## config.mk

```make
export PLATFORM = sky130hd
export DESIGN_NAME = cordic_sine_cosine_unit
export DESIGN_NICKNAME = d
export VERILOG_FILES = /design/src/design/csc_pkg.sv /design/src/design/cordic_sine_cosine_unit.sv /design/src/design/csc_cell.sv
export SDC_FILE = /design/constraint.sdc
export NUM_CORES = 2
export LEC_CHECK = 0
export ABC_AREA = 1
export BUFFER_PORTS_ARGS = -buffer_cell sky130_fd_sc_hd__buf_2
export CAP_MARGIN = 20
export CORE_UTILIZATION = 35
export DETAILED_ROUTE_END_ITERATION = 12
export SYNTH_ARGS = -nofsm -noshare
export SYNTH_HDL_FRONTEND = slang
export SYNTH_SLANG_ARGS = --single-unit
```

## constraint.sdc

```tcl
create_clock -name clk -period 78.3 [get_ports clk]
set_clock_uncertainty 0.1 [all_clocks]
set_input_delay 3.915 -clock clk [delete_from_list [all_inputs] [get_ports clk]]
set_output_delay 3.915 -clock clk [all_outputs]
set_load 0.02 [all_outputs]
```

## src/design/csc_pkg.sv

```systemverilog
package csc_pkg;

  // number of table entries, and the deepest chain supported
  localparam int unsigned MAX_ITERATIONS = 13;

  // datapath widths
  localparam int unsigned XY_W    = 18;
  localparam int unsigned Z_W     = 16;
  localparam int unsigned ANGLE_W = 15;
  localparam int unsigned FOLD_W  = 14;
  localparam int unsigned OUT_W   = 16;
  localparam int unsigned ATAN_W  = 13;

  // gain-compensated start value of x in Q15
  localparam logic signed [XY_W-1:0] X_INIT = 18'sd19898;

  // quadrant codes, taken from the top two angle bits
  localparam logic [1:0] QUAD_1 = 2'd0;
  localparam logic [1:0] QUAD_2 = 2'd1;
  localparam logic [1:0] QUAD_3 = 2'd2;
  localparam logic [1:0] QUAD_4 = 2'd3;

  // arctangent of 2^-i, 8192 codes per quarter turn
  localparam logic [ATAN_W-1:0] ATAN_TABLE [MAX_ITERATIONS] = '{
    13'd4096, 13'd2418, 13'd1277, 13'd648, 13'd326, 13'd163, 13'd81,
    13'd41, 13'd20, 13'd10, 13'd5, 13'd3, 13'd1
  };

  // payload handed from cell to cell
  typedef struct packed {
    logic signed [XY_W-1:0] x;
    logic signed [XY_W-1:0] y;
    logic signed [Z_W-1:0]  z;
    logic [FOLD_W-1:0]      angle;
    logic [1:0]             quad;
  } cell_data_t;

endpackage

```

## src/design/cordic_sine_cosine_unit.sv

```systemverilog
// Rotation-mode CORDIC sine/cosine. Takes one 15-bit angle per clock (0..32767 is a
// full turn) and returns sine and cosine together as Q15 values saturated to 16 bits.
// The angle is folded into the first quadrant in an input register, runs through a
// chain of ITERATIONS rotation cells, one register each, and gets its quadrant sign
// fix and saturation in the output register. The whole chain advances together
// whenever the output beat is taken or the output is empty, so with the output side
// ready the unit sustains one beat per clock.
module cordic_sine_cosine_unit #(
  parameter int unsigned ITERATIONS = csc_pkg::MAX_ITERATIONS
) (
  input  logic        clk,
  input  logic        rst,
  input  logic        s_axis_tvalid,
  output logic        s_axis_tready,
  input  logic [15:0] s_axis_tdata,   // [14:0] angle, [15] zero
  output logic        m_axis_tvalid,
  input  logic        m_axis_tready,
  output logic [31:0] m_axis_tdata    // [15:0] sine, [31:16] cosine
);

  localparam int unsigned SUM_W = csc_pkg::XY_W + 1;

  logic                          en;
  logic [csc_pkg::ANGLE_W-1:0]   angle_in;
  logic [csc_pkg::ANGLE_W-1:0]   folded_wide;
  logic [1:0]                    quad_in;
  logic                          stage_valid [ITERATIONS+1];
  csc_pkg::cell_data_t           stage_data  [ITERATIONS+1];
  csc_pkg::cell_data_t           fold_next;
  csc_pkg::cell_data_t           last_data;
  logic signed [SUM_W-1:0]       sine_wide;
  logic signed [SUM_W-1:0]       cosine_wide;
  logic signed [csc_pkg::OUT_W-1:0] sine;
  logic signed [csc_pkg::OUT_W-1:0] cosine;

  function automatic logic signed [csc_pkg::OUT_W-1:0] sat16(
    input logic signed [SUM_W-1:0] v
  );
    logic signed [csc_pkg::OUT_W-1:0] r;
    if (v > signed'(SUM_W'(32767))) begin
      r = 16'sh7fff;
    end else if (v < -signed'(SUM_W'(32768))) begin
      r = 16'sh8000;
    end else begin
      r = v[csc_pkg::OUT_W-1:0];
    end
    return r;
  endfunction

  // the chain moves when the output register is free or being drained
  assign en            = !m_axis_tvalid || m_axis_tready;
  assign s_axis_tready = en;

  // quadrant fold into 0..8192
  always_comb begin
    angle_in = s_axis_tdata[csc_pkg::ANGLE_W-1:0];
    quad_in  = angle_in[csc_pkg::ANGLE_W-1:csc_pkg::ANGLE_W-2];
    case (quad_in)
      csc_pkg::QUAD_1: folded_wide = angle_in;
      csc_pkg::QUAD_2: folded_wide = 15'd16384 - angle_in;
      csc_pkg::QUAD_3: folded_wide = angle_in - 15'd16384;
      csc_pkg::QUAD_4: folded_wide = 15'd32767 - angle_in;
      default:         folded_wide = angle_in;
    endcase
    fold_next.x     = csc_pkg::X_INIT;
    fold_next.y     = '0;
    fold_next.z     = '0;
    fold_next.angle = folded_wide[csc_pkg::FOLD_W-1:0];
    fold_next.quad  = quad_in;
  end

  // input register
  always_ff @(posedge clk) begin
    if (rst) begin
      stage_valid[0] <= 1'b0;
    end else if (en) begin
      stage_valid[0] <= s_axis_tvalid;
    end
  end

  always_ff @(posedge clk) begin
    if (en) begin
      stage_data[0] <= fold_next;
    end
  end

  // chain of rotation cells
  for (genvar k = 0; k < ITERATIONS; k++) begin : g_cell
    csc_cell #(
      .STEP (k)
    ) u_cell (
      .clk       (clk),
      .rst       (rst),
      .en        (en),
      .valid_in  (stage_valid[k]),
      .data_in   (stage_data[k]),
      .valid_out (stage_valid[k+1]),
      .data_out  (stage_data[k+1])
    );
  end

  // quadrant sign fix; saturation follows in the output register
  always_comb begin
    last_data   = stage_data[ITERATIONS];
    sine_wide   = SUM_W'(last_data.y);
    cosine_wide = SUM_W'(last_data.x);
    if (last_data.quad == csc_pkg::QUAD_3 || last_data.quad == csc_pkg::QUAD_4) begin
      sine_wide = -sine_wide;
    end
    if (last_data.quad == csc_pkg::QUAD_2 || last_data.quad == csc_pkg::QUAD_3) begin
      cosine_wide = -cosine_wide;
    end
  end

  // output register
  always_ff @(posedge clk) begin
    if (rst) begin
      m_axis_tvalid <= 1'b0;
    end else if (en) begin
      m_axis_tvalid <= stage_valid[ITERATIONS];
    end
  end

  always_ff @(posedge clk) begin
    if (en) begin
      sine   <= sat16(sine_wide);
      cosine <= sat16(cosine_wide);
    end
  end

  assign m_axis_tdata = {cosine, sine};

  // an accepted beat reaches the first cell on the next edge
  assert property (@(posedge clk) disable iff (rst)
    s_axis_tvalid && s_axis_tready |=> stage_valid[0])
    else $error("accepted beat lost at input register");

  // a beat leaving the last cell lands in the output register
  assert property (@(posedge clk) disable iff (rst)
    stage_valid[ITERATIONS] && en |=> m_axis_tvalid)
    else $error("beat lost at output register");

  // folded angle stays within one quadrant
  assert property (@(posedge clk) disable iff (rst)
    stage_valid[0] |-> stage_data[0].angle <= 14'd8192)
    else $error("quadrant fold out of range");

  // accumulated angle stays within -9000..17000
  assert property (@(posedge clk) disable iff (rst)
    stage_valid[ITERATIONS] |->
      (stage_data[ITERATIONS].z <= 16'sd17000 && stage_data[ITERATIONS].z >= -16'sd9000))
    else $error("angle accumulator out of range");

endmodule

```

## src/design/csc_cell.sv

```systemverilog
module csc_cell #(
  parameter int unsigned STEP = 0
) (
  input  logic                clk,
  input  logic                rst,
  input  logic                en,
  input  logic                valid_in,
  input  csc_pkg::cell_data_t data_in,
  output logic                valid_out,
  output csc_pkg::cell_data_t data_out
);

  logic signed [csc_pkg::XY_W-1:0] x_shift;
  logic signed [csc_pkg::XY_W-1:0] y_shift;
  logic signed [csc_pkg::Z_W-1:0]  target;
  logic signed [csc_pkg::Z_W-1:0]  step_angle;
  logic                            forward;
  csc_pkg::cell_data_t             data_next;

  // one rotation step: shifted add/subtract and arctangent update
  always_comb begin
    x_shift    = data_in.x >>> STEP;
    y_shift    = data_in.y >>> STEP;
    target     = signed'({{(csc_pkg::Z_W-csc_pkg::FOLD_W){1'b0}}, data_in.angle});
    step_angle = signed'({{(csc_pkg::Z_W-csc_pkg::ATAN_W){1'b0}},
                          csc_pkg::ATAN_TABLE[STEP]});
    forward    = data_in.z < target;
    data_next  = data_in;
    if (forward) begin
      data_next.x = data_in.x - y_shift;
      data_next.y = data_in.y + x_shift;
      data_next.z = data_in.z + step_angle;
    end else begin
      data_next.x = data_in.x + y_shift;
      data_next.y = data_in.y - x_shift;
      data_next.z = data_in.z - step_angle;
    end
  end

  // stage valid
  always_ff @(posedge clk) begin
    if (rst) begin
      valid_out <= 1'b0;
    end else if (en) begin
      valid_out <= valid_in;
    end
  end

  // stage payload
  always_ff @(posedge clk) begin
    if (en) begin
      data_out <= data_next;
    end
  end

endmodule
```

==> key figures <==
Yosys
  – Compound-Gate Fraction of Synth Area: 0.111
  – Fraction of registers with async set/reset: 0
  – Number of flops mapped to enable cells by yosys: 811
  – Syn_nets: 7667
  – Avg Synthesized Cell Area: 8.75 um^2
  – Leading area contributor after synthesis: edfxtp_1
  – Post-synthesis mux area share: 0
  – XOR/XNOR Fraction of Synth Area: 0.0967
  – Main combinational cell family by area after synthesis: simple AND/OR/NAND/NOR gates
  – Distinct cells, synth: 50
  – Dominant synthesized flop cell: edfxtp_1
  – Post-Synthesis Cell Area: 0.0605 mm^2
  – Post-synthesis sequential area ratio: 0.407
  – Synthesis Warnings: 0
  – Dominant cells by area after synthesis: edfxtp_1 40%, ha_1 14%, nand2_1 8.6%
  – Cell count after synthesis: 6914
  – Top cell type's share of synthesized area: 0.402
  – #FFs+latches synth: 826
  – Post-Synth Adder-Cell Area: 0.156
  – Post-synthesis simple-gate area fraction: 0.169

Clocking
  – TritonCTS buffer count: 100
  – PostCTS Resize Cnt: 0
  – Clock tree root driver cell: clkbuf_16
  – Max Buffers Root-to-Sink: 3
  – Clk Latency, worst-skew pair: 0.73 ns
  – Clk pin slew, worst setup/hold paths: 0.06 ns
  – CTS Hold Buffers Added: 0
  – H-Tree Level Count: 3
  – Post-CTS Setup Repair Bufs: 0
  – Clk sinks: 826
  – CTS tree: done

Timing
  – RSZ-0062 raised after global routing: false
  – Slew margin rel.: 0.293
  – # setup viols final: 0
  – Final Hold Viols: 0
  – Period Utilization, post-route: 0.114
  – Setup TNS: 0 ns
  – Fmax: 112 MHz
  – Slew @ Worst Pin: 1.06 ns
  – Final Slew Violations: 0
  – Crit path time final: 8.91 ns

Route
  – DRC: 0
  – Drt total wl: 143 mm
  – DR iter-0 viols: 2617
  – Post-DRT Antenna Nets: 0
  – Per-cell routed wire length: 15.1 um
  – DR pass1 iterations: 6
  – Vias/cell: 4.91
  – Via Count: 46359

Final layout
  – Fill count: 17246
  – Design area: 0.0667 mm^2
  – Nets@finish: 7796
  – Multi-input gate area in the final layout: 0.0322 mm^2
  – Layout area overhead: 10.3%
  – Layout cells sized above 1: 0.0362
  – Storage cell area: 0.0247 mm^2
  – Ant diodes: 0

Floorplan
  – Die area: 0.175 mm^2
  – Die Span X: 418 um
  – Initial core utilization: 0.352
  – IO Pins: 54
  – Row cnt: 152
  – Core ar.: 0.172 mm^2
  – Die Ht: 418 um

GRT
  – Largest net degree at the start of global routing: 187
  – Vias in the first global route: 46279
  – First-pass GRT wire length: 231 mm
  – Initial antenna violation count: 1
  – Global Route Usage Sum: 0.162
  – Gr ovfl total: 0

Worst setup path
  – Critical path required time: 74.28 ns
  – Crit path capture type: primary output
  – Reg2Reg Depth: 19
  – Worst r2r src: g_cell[2].u_cell.data_out[19]$_DFFE_PP_
  – FF-to-FF End: g_cell[3].u_cell.data_out[65]$_DFFE_PP_
  – Crit-path max FO: 75
  – FF-to-FF setup slack: 73.21 ns
  – CP arrival: 4.90 ns
  – Critical path class: input pin to primary output
  – Startpoint types: input pin

Placed design
  – Gp weighted congestion: 0.895
  – HPWL Detailed: 114 mm
  – # port buffers: 52
  – Placed cell areas: 0.0636 mm^2

Worst hold path
  – WHS Endpoint: g_cell[3].u_cell.data_out[1]$_DFFE_PP_
  – Hold_sp: g_cell[2].u_cell.data_out[1]$_DFFE_PP_
  – HP Class: flop to flop
  – WHS Path Cells: 0

Run
  – Max-cap viol count: 0

Outcome
  – Outcome: complete, no violations
-- synth_stat cells, drive strengths merged (3+ instances only) --
cell type,count
clkinv,7
o22ai,3
o21a,19
nand4,41
nor3,100
inv,894
a31oi,31
a211oi,5
buf,30
fa,34
clkbuf,14
a21oi,629
o21bai,11
nand3,356
o2111ai,19
nor4,12
o21ai,414
o211ai,15
o31ai,28
a21o,61
or2,24
xor2,471
ha,699
dfxtp,15
nor2,566
edfxtp,811
nand3b,7
xnor2,197
nand2,1393
-- flip-flops by register name, summed over array words and instances, names as in the netlist --
| signal | flops |
|---|---|
| m_axis_tvalid | 1 |
| g_cell.u_cell.valid_out | 13 |
| stage_valid | 1 |
| sine | 16 |
| stage_data | 16 |
| cosine | 16 |
| g_cell.u_cell.data_out | 763 |
-- routing by layer --
layer  vias to the layer above  wire length, um  track usage
li1                      23796                -            -
met1                     21494            59900        0.184
met2                       801            73000        0.305
met3                       268             4830       0.0223
met4                         0             5230       0.0608
met5                         -                0            0
-- cells by family after synthesis --
family,after synthesis
AOI/OAI and AO/OA,1239
xor gates and xnor gates,668
adders and majority gates,733
buffers and inverters,945
DFF,826
other,1
and+or+nand+nor,2502
-- per-stage QoR --
stage,cells,util,setup WS [ns],hold slack (ns)
2_1_floorplan,6914,-,48.03,0.300
3_3_place_gp,9251,0.370,69.34,0.301
3_5_place_dp,9251,0.370,69.34,0.305
4_1_cts,9436,0.389,69.33,0.308
5_1_grt,9436,0.389,69.28,0.316
6_report,9436,0.389,69.39,0.307
-- how the worst max path moves through the flow --
stage                   from  slack, ns             to
2_1_floorplan  m_axis_tready      48.03  s_axis_tready
5_1_grt        m_axis_tready      69.28  s_axis_tready
3_5_place_dp   m_axis_tready      69.34  s_axis_tready
3_3_place_gp   m_axis_tready      69.34  s_axis_tready
4_1_cts        m_axis_tready      69.33  s_axis_tready
6_report       m_axis_tready      69.39  s_axis_tready
-- critical path, stage by stage --
cell,delay [ns]
buf_2,0.08
nor2_1,0.03
buf_4,0.19
inv_8,0.38
buf_2,0.27
-- area by class of cell --
cell class                      count  area share
Multi-Input combinational cell   5143       0.483
Sequential cell                   826       0.369
Inverter                          901      0.0508
Tap cell                         2310      0.0433
Clock buffer                      126      0.0394
Clock inverter                     59     0.00797
Timing Repair Buffer               71     0.00623
-- placed cells by master, fill, tap and decap left out, types with 12 or more instances in the layout --
master and n:
or2_2 23, a31oi_1 31, nand3_1 354, fa_1 34
o211ai_1 15, clkinv_2 14, a21o_1 61, clkbuf_1 24
edfxtp_1 811, buf_2 52, xnor2_1 197, buf_4 18
nand2_1 1385, ha_1 699, nor3_1 98, nor4_1 12
clkbuf_16 101, a21oi_1 627, nand4_1 41, o21a_1 19
xor2_1 471, clkinv_1 27, o2111ai_1 19, inv_1 889
o21ai_0 406, o31ai_1 28, dfxtp_1 15, nor2_1 564
Power is not shown: default switching activity piles up to over one toggle a cycle in this logic, so the estimate is an artifact.
